===== config.mk =====
export PLATFORM = sky130hd
export DESIGN_NAME = smoothstep_matte_blend_top
export DESIGN_NICKNAME = d
export VERILOG_FILES = /design/src/design/smab_pkg.sv /design/src/design/smoothstep_matte_blend_top.sv /design/src/design/smab_channel.sv
export SDC_FILE = /design/constraint.sdc
export NUM_CORES = 2
export LEC_CHECK = 0
export ABC_AREA = 1
export BUFFER_PORTS_ARGS = -buffer_cell sky130_fd_sc_hd__buf_2
export CAP_MARGIN = 20
export CORE_UTILIZATION = 55
export CTS_BUF_LIST = sky130_fd_sc_hd__clkbuf_4 sky130_fd_sc_hd__clkbuf_8 sky130_fd_sc_hd__clkbuf_16
export CTS_CLUSTER_SIZE = 24
export DETAILED_ROUTE_END_ITERATION = 6
export HOLD_SLACK_MARGIN = 0.1
export PLACE_DENSITY = 0.74
export SLEW_MARGIN = 10
export SYNTH_ARGS = -nofsm -noshare
export SYNTH_HDL_FRONTEND = slang
export SYNTH_SLANG_ARGS = --single-unit

===== constraint.sdc =====
create_clock -name clk -period 16.4 [get_ports clk]
set_input_delay 4.1 -clock clk [delete_from_list [all_inputs] [get_ports clk]]
set_output_delay 4.1 -clock clk [all_outputs]
set_load 0.02 [all_outputs]

===== src/design/smab_pkg.sv =====
package smab_pkg;

  localparam int MASK_W    = 17;
  localparam int PIX_W     = 8;
  localparam int INV_W     = 33;
  localparam int CFG_IDX_W = 2;
  localparam int CFG_DATA_W = INV_W;

  localparam int FRAC_BITS_DEF = 16;

  localparam logic [MASK_W-1:0] EDGE_LOW_RST  = MASK_W'(32768);
  localparam logic [MASK_W-1:0] EDGE_HIGH_RST = MASK_W'(49152);
  localparam logic [INV_W-1:0]  INV_SPAN_RST  = INV_W'(262144);

  typedef enum logic [CFG_IDX_W-1:0] {
    REG_EDGE_LOW  = 2'd0,
    REG_EDGE_HIGH = 2'd1,
    REG_INV_SPAN  = 2'd2
  } cfg_reg_t;

  typedef struct packed {
    logic [PIX_W-1:0] fg_blue;
    logic [PIX_W-1:0] fg_green;
    logic [PIX_W-1:0] fg_red;
    logic [PIX_W-1:0] bg_blue;
    logic [PIX_W-1:0] bg_green;
    logic [PIX_W-1:0] bg_red;
  } pix_t;

  // below: mask at or under the low edge, above: mask at or over the high edge
  typedef struct packed {
    logic below;
    logic above;
  } edge_flags_t;

endpackage


===== src/design/smoothstep_matte_blend_top.sv =====
// Smoothstep matte compositor: takes one pixel request per clock while in_stall is low
// (mask in Q1.16 plus a foreground and a background BGR pixel) and returns the blended
// pixel, with one result per clock sustained while out_stall is low. The six stages are
// set by the weight chain: edge compare, the span scaling multiply, saturation of t, the
// square, the cubic multiply, and the per-channel blend multiply. Each stage holds only
// while its successor is full and stalled, so bubbles collapse when the output side
// stalls. cfg_ready is always high; write edge_low (index 0), edge_high (index 1) and
// inverse_span (index 2) only while no request is in flight.
module smoothstep_matte_blend_top import smab_pkg::*; #(
  parameter int FRAC_BITS = FRAC_BITS_DEF
) (
  input  logic                  clk,
  input  logic                  rst,
  input  logic                  cfg_valid,
  output logic                  cfg_ready,
  input  logic [CFG_IDX_W-1:0]  cfg_index,
  input  logic [CFG_DATA_W-1:0] cfg_data,
  input  logic                  in_valid,
  output logic                  in_stall,
  input  logic [MASK_W-1:0]     mask_value,
  input  logic [PIX_W-1:0]      fg_blue,
  input  logic [PIX_W-1:0]      fg_green,
  input  logic [PIX_W-1:0]      fg_red,
  input  logic [PIX_W-1:0]      bg_blue,
  input  logic [PIX_W-1:0]      bg_green,
  input  logic [PIX_W-1:0]      bg_red,
  output logic                  out_valid,
  input  logic                  out_stall,
  output logic [PIX_W-1:0]      out_blue,
  output logic [PIX_W-1:0]      out_green,
  output logic [PIX_W-1:0]      out_red
);

  localparam int TW      = FRAC_BITS + 1;
  localparam int LW      = FRAC_BITS + 2;
  localparam int SHIFT   = 32 - FRAC_BITS;
  localparam int PROD_W  = MASK_W + INV_W;
  localparam int TRAW_W  = PROD_W - SHIFT;
  localparam int SQ_W    = 2 * TW;
  localparam int CUBE_W  = TW + LW;
  localparam int WRAW_W  = CUBE_W - FRAC_BITS;
  localparam int STAGES  = 6;

  localparam logic [TW-1:0] ONE       = TW'(1) << FRAC_BITS;
  localparam logic [LW-1:0] THREE_ONE = LW'(3) << FRAC_BITS;

  // configuration
  logic [MASK_W-1:0] edge_low;
  logic [MASK_W-1:0] edge_high;
  logic [INV_W-1:0]  inverse_span;

  assign cfg_ready = 1'b1;

  always_ff @(posedge clk) begin
    if (rst) begin
      edge_low     <= EDGE_LOW_RST;
      edge_high    <= EDGE_HIGH_RST;
      inverse_span <= INV_SPAN_RST;
    end else if (cfg_valid && cfg_ready) begin
      unique case (cfg_reg_t'(cfg_index))
        REG_EDGE_LOW:  edge_low     <= cfg_data[MASK_W-1:0];
        REG_EDGE_HIGH: edge_high    <= cfg_data[MASK_W-1:0];
        REG_INV_SPAN:  inverse_span <= cfg_data[INV_W-1:0];
        default: ;  // drop writes to unmapped indexes
      endcase
    end
  end

  // pipeline control: a stage advances when it is empty or its successor advances
  logic [STAGES:1]   vld;
  logic [STAGES+1:1] adv;

  assign adv[STAGES+1] = !out_stall;
  for (genvar k = 1; k <= STAGES; k++) begin : g_adv
    assign adv[k] = !vld[k] || adv[k+1];
  end

  always_ff @(posedge clk) begin
    if (rst) begin
      vld <= '0;
    end else begin
      if (adv[1]) begin
        vld[1] <= in_valid;
      end
      for (int k = 2; k <= STAGES; k++) begin
        if (adv[k]) begin
          vld[k] <= vld[k-1];
        end
      end
    end
  end

  assign in_stall  = !adv[1];
  assign out_valid = vld[STAGES];

  // stage 1: edge compare and offset
  pix_t              pix_in;
  pix_t              pix1, pix2, pix3, pix4, pix5;
  edge_flags_t       flg1, flg2, flg3, flg4;
  logic [MASK_W-1:0] diff;

  assign pix_in = '{fg_blue: fg_blue, fg_green: fg_green, fg_red: fg_red,
                    bg_blue: bg_blue, bg_green: bg_green, bg_red: bg_red};

  always_ff @(posedge clk) begin
    if (adv[1]) begin
      pix1       <= pix_in;
      flg1.below <= mask_value <= edge_low;
      flg1.above <= mask_value >= edge_high;
      diff       <= mask_value - edge_low;
    end
  end

  // stage 2: scale by the reciprocal span
  logic [PROD_W-1:0] scaled;

  always_ff @(posedge clk) begin
    if (adv[2]) begin
      pix2   <= pix1;
      flg2   <= flg1;
      scaled <= PROD_W'(diff) * PROD_W'(inverse_span);
    end
  end

  // stage 3: drop the scale bits and clamp t to one
  logic [TRAW_W-1:0] t_raw;
  logic [TW-1:0]     t;

  assign t_raw = scaled[PROD_W-1:SHIFT];

  always_ff @(posedge clk) begin
    if (adv[3]) begin
      pix3 <= pix2;
      flg3 <= flg2;
      t    <= (t_raw > TRAW_W'(ONE)) ? ONE : t_raw[TW-1:0];
    end
  end

  // stage 4: t squared and the linear factor 3 - 2t
  logic [SQ_W-1:0] t_sq_full;
  logic [TW-1:0]   t_sq;
  logic [LW-1:0]   lin;

  assign t_sq_full = SQ_W'(t) * SQ_W'(t);

  always_ff @(posedge clk) begin
    if (adv[4]) begin
      pix4 <= pix3;
      flg4 <= flg3;
      t_sq <= t_sq_full[FRAC_BITS +: TW];
      lin  <= THREE_ONE - {t, 1'b0};
    end
  end

  // stage 5: weight, with the edge cases forced
  logic [CUBE_W-1:0] cube;
  logic [WRAW_W-1:0] w_raw;
  logic [TW-1:0]     w_next;
  logic [TW-1:0]     w;

  assign cube  = CUBE_W'(t_sq) * CUBE_W'(lin);
  assign w_raw = cube[CUBE_W-1:FRAC_BITS];

  always_comb begin
    priority if (flg4.below) begin
      w_next = '0;
    end else if (flg4.above || (w_raw > WRAW_W'(ONE))) begin
      w_next = ONE;
    end else begin
      w_next = w_raw[TW-1:0];
    end
  end

  always_ff @(posedge clk) begin
    if (adv[5]) begin
      pix5 <= pix4;
      w    <= w_next;
    end
  end

  // stage 6: per-channel blend
  smab_channel #(.FRAC_BITS(FRAC_BITS)) u_blue (
    .clk (clk),
    .en  (adv[6]),
    .fg  (pix5.fg_blue),
    .bg  (pix5.bg_blue),
    .w   (w),
    .out (out_blue)
  );

  smab_channel #(.FRAC_BITS(FRAC_BITS)) u_green (
    .clk (clk),
    .en  (adv[6]),
    .fg  (pix5.fg_green),
    .bg  (pix5.bg_green),
    .w   (w),
    .out (out_green)
  );

  smab_channel #(.FRAC_BITS(FRAC_BITS)) u_red (
    .clk (clk),
    .en  (adv[6]),
    .fg  (pix5.fg_red),
    .bg  (pix5.bg_red),
    .w   (w),
    .out (out_red)
  );

endmodule


===== src/design/smab_channel.sv =====
module smab_channel import smab_pkg::*; #(
  parameter int FRAC_BITS = FRAC_BITS_DEF
) (
  input  logic                 clk,
  input  logic                 en,
  input  logic [PIX_W-1:0]     fg,
  input  logic [PIX_W-1:0]     bg,
  input  logic [FRAC_BITS:0]   w,
  output logic [PIX_W-1:0]     out
);

  localparam int TW = FRAC_BITS + 1;
  localparam int SW = PIX_W + TW;
  localparam logic [TW-1:0] ONE = TW'(1) << FRAC_BITS;

  logic [TW-1:0] w_inv;
  logic [SW-1:0] fg_part;
  logic [SW-1:0] bg_part;
  logic [SW-1:0] sum;

  assign w_inv   = ONE - w;
  assign fg_part = SW'(fg) * SW'(w);
  assign bg_part = SW'(bg) * SW'(w_inv);
  // sum never exceeds 255 * ONE, so the top bits drop nothing
  assign sum     = fg_part + bg_part;

  always_ff @(posedge clk) begin
    if (en) begin
      out <= sum[FRAC_BITS +: PIX_W];
    end
  end

endmodule


==> qor_table.md <==
| Parameter | This run | Unit |
| --- | --- | --- |
| Status | finished, final reports clean | - |
| Share of cells above drive strength 1 | 0.0377 | - |
| Warnings from Yosys | 0 | - |
| Synth Area in Compound Gates | 0.0366 | - |
| Die Span Y | 377 | um |
| Leading register cell type out of synthesis | sky130_fd_sc_hd__edfxtp_1 | - |
| Critical Path Fanout Max | 69 | - |
| Share of synthesized area spent on multiplexers | 0 | - |
| Max-cap viol count | 0 | - |
| Number of placed I/O pins | 132 | - |
| Fraction of synthesized cell area taken by the top area cell type | 0.397 | - |
| Power density relative to cell area | 75.5 | mW/mm^2 |
| Vias in the first global route | 61.0k | - |
| Post-synth cell types | 60 | - |
| Number of antenna violations at the first check in global routing | 7 | - |
| Dominant combinational cell family by area after synthesis | adder cells | - |
| Global-route usage over all layers | 0.271 | - |
| Detailed placement HPWL | 146000 | um |
| Minimum period implied by the final worst setup slack | 11.95 | ns |
| Seq/Total Area, Yosys | 0.171 | - |
| Vias after detailed routing | 56.5k | - |
| Most numerous cell in the Yosys netlist | sky130_fd_sc_hd__inv_1 | - |
| Worst-margin pin slew | 1.15 | ns |
| IO buf count | 130 | - |
| Xor and xnor fraction of the mapped netlist area | 0.0166 | - |
| Share of the clock period used by the worst path after layout | 0.729 | - |
| Count of cells resized by post-cts repair | 0 | - |
| Largest area contributor in the netlist | sky130_fd_sc_hd__fa_1 | - |
| Register-to-register setup slack | 8.60 | ns |
| Max Clock Skew | 0.0762 | ns |
| Cts bufs inserted | 49 | - |
| Arrival time at the worst endpoint | 7.85 | ns |
| Final global-route overflow total | 0 | - |
| Crit path buffers/inverters | 8 | - |
| First-pass GRT wire length | 306000 | um |
| Worst setup path category | input pin to output pin | - |
| Sum of negative setup slack | 0 | ns |
| Final setup violation count | 0 | - |
| Top delay family on crit path | buffers and inverters | - |
| Clock Latency Late Sink | 0.68 | ns |
| Share of synthesized cell area in and, or, nand and nor gates | 0.144 | - |
| Drt first pass iters | 5 | - |
| Number of synthesized flops with an enable pin | 391 | - |
| Crit start category | input pin | - |
| CTS tree | done | - |
| Async set-reset flop share out of synthesis | 0 | - |
| Syn nets | 11.2k | - |
| Cell area after technology mapping | 0.0772 | sq mm |
| H-tree depth | 2 | - |
| Clk sink count | 464 | - |
| CORE AREA | 0.139 | sq mm |
| Final hold violation count | 0 | - |
| Endpoint kind of the worst setup timing path | output pin | - |
| Clock tree root driver cell | sky130_fd_sc_hd__clkbuf_16 | - |
| Commonest cells post-synth | sky130_fd_sc_hd__inv_1 (2497), sky130_fd_sc_hd__nand2_1 (2151), sky130_fd_sc_hd__fa_1 (1529) | - |
| Detail-routed net length per standard cell | 17.2 | um |
| Worst-case clock buffer depth | 3 | - |
| IR drop worst, VDD | 110 | uV |
| Count of standard-cell rows | 137 | - |
| Die ar. | 0.142 | sq mm |
| Weighted congestion at the end of routability-driven global placement | 0.939 | - |
| Path category of the worst min-delay check | flip-flop to flip-flop | - |
| WL final | 184000 | um |
| List of cells traversed by the critical path | buf_2 -> nand2_2 -> buf_4 -> nor2_1 -> inv_2 -> nor2_1 -> inv_4 -> nor2_1 -> clkinv_2 -> buf_4 -> nor2_1 -> inv_4 -> nor2_1 -> buf_2 | - |
| Largest net degree at the start of global routing | 70 | - |
| Number of synthesized register bits | 464 | - |
| Number of filler instances in the final layout | 12.0k | - |
| Gate count after technology mapping | 8963 | - |
| Final worst slack | 4.45 | ns |
| Number of DRC markers in iteration 0 | 4204 | - |
| Effective utilization at floorplan | 0.554 | - |
| Static leakage | 41.6 | nW |
| Maximum cell stage delay along the critical path | 0.73 | ns |
| Layout Nets | 11.0k | - |
| Synthesized area divided by synthesized cell count | 8.61 | sq um |
| Total instance count after detailed placement | 10.6k | - |
| Post-Synth Adder-Cell Area | 0.489 | - |
| Crit-path slowest cell | sky130_fd_sc_hd__buf_4 | - |
| Number of slew-limit violations in the final report | 0 | - |
| Headroom to the max-slew limit | 0.234 | - |
| Via/cell ratio | 5.28 | - |
| Cell types with the largest area share after synthesis | sky130_fd_sc_hd__fa_1 (40%), sky130_fd_sc_hd__edfxtp_1 (15%), sky130_fd_sc_hd__inv_1 (12%) | - |
| Post-CTS clock slew at the launch and capture registers of the worst setup and hold paths | 0.07 | ns |
| Required arrival time at the worst endpoint | 12.30 | ns |
| Pre-CTS setup slack | 4.35 | ns |
| Post-route insts no fill | 10.7k | - |
| Fmax | 0.0837 | GHz |
| Setup repair bufs after CTS | 0 | - |
| Residual DRC count | 0 | - |
| Die boundary width | 377 | um |
| Antenna violation net count after detailed routing | 0 | - |
| Post-route total power | 6.09 | mW |
| Area added between synthesis and finish | 4.47 | % |
| RSZ-0062 raised after global routing | false | - |
| Hold-fix buffers, CTS | 0 | - |
| Most common cell type on the critical path | sky130_fd_sc_hd__nor2_1 | - |
cells by family (layout without fill, tap and decap cells):
kind of cell    count (synthesis)  after routing
simple gates                 2832           2832
compound gates                506            506
fa+ha+maj                    2098           2098
flops                         464            464
buf+inv                      2916           2775
xor+xnor                      146            146
other cells                     1              3
report_power, final:
group | switching [mW] | leakage [nW] | internal [mW]
logic | 2.14 | 35.9 | 1.19
registers | 0.120 | 4.87 | 1.50
clock network | 0.501 | 0.816 | 0.641
cell type report:
class                      count  area (sq um)  share of cell area
antenna                        2          5.00           0.0000621
clock buffer                  64          1350              0.0168
clock inverter                27           303             0.00376
inverter                    2503          9410               0.117
multi-input combinational   5583         53000               0.657
sequential                   464         13200               0.164
tap                         1876          2350              0.0291
timing repair buffer         181          1030              0.0128
state kept, by name (all words and copies together), names as in the netlist, 33 cells and up:
| signal | cells |
|---|---|
| pix1 | 48 |
| pix5 | 48 |
| pix2 | 48 |
| scaled | 34 |
| pix3 | 48 |
| pix4 | 48 |
| inverse_span | 33 |
metrics by stage:
step / hold slack [ns] / cell area [sq um] / util
floorplan: 0.400 / 77200 / -
global placement: 0.400 / 78900 / 0.567
detailed placement: 0.405 / 78900 / 0.567
CTS: 0.383 / 80600 / 0.578
global route: 0.407 / 80600 / 0.578
finish: 0.383 / 80600 / 0.578
final timing paths:
path,start,endpoint,depth (start not counted)
max,out_stall,in_stall,14
min,pix4[9],pix5[9],0
max reg2reg,w[1],u_red.out[6],26
min reg2reg,pix4[9],pix5[9],0
cell usage in the layout, fill, tap and decap left out, drive strengths merged, types with 15 or more instances in the layout:
master,n
nor4,15
edfxtp,391
buf,181
o21ai,163
xnor2,48
clkinv,17
nand2,2166
ha,569
a21oi,238
a21o,16
xor2,98
a31oi,18
nand3,101
inv,2506
fa,1529
nor2,456
dfxtp,73
nand4,29
nor3,38
clkbuf,64
worst reg2reg max path, delay by kind of cell, from the launching register on:
family | cells | cell delay, ns
adder cells (fa/ha/maj) | 7 | 3.32
XOR/XNOR | 1 | 0.16
flip-flops | 1 | 0.37
buffers and inverters | 3 | 0.96
AO/OA/AOI/OAI | 1 | 0.09
AND/OR/NAND/NOR | 14 | 2.66
metal layers:
| layer | share of wire | vias up | track usage |
|---|---|---|---|
| li1 | - | 25600 | - |
| met1 | 0.39 | 28100 | 0.350 |
| met2 | 0.49 | 2367 | 0.466 |
| met3 | 0.089 | 410 | 0.0478 |
| met4 | 0.029 | 8 | 0.0808 |
| met5 | 0.00032 | - | 0 |
Note: power is estimated with default switching activity, not from simulation.
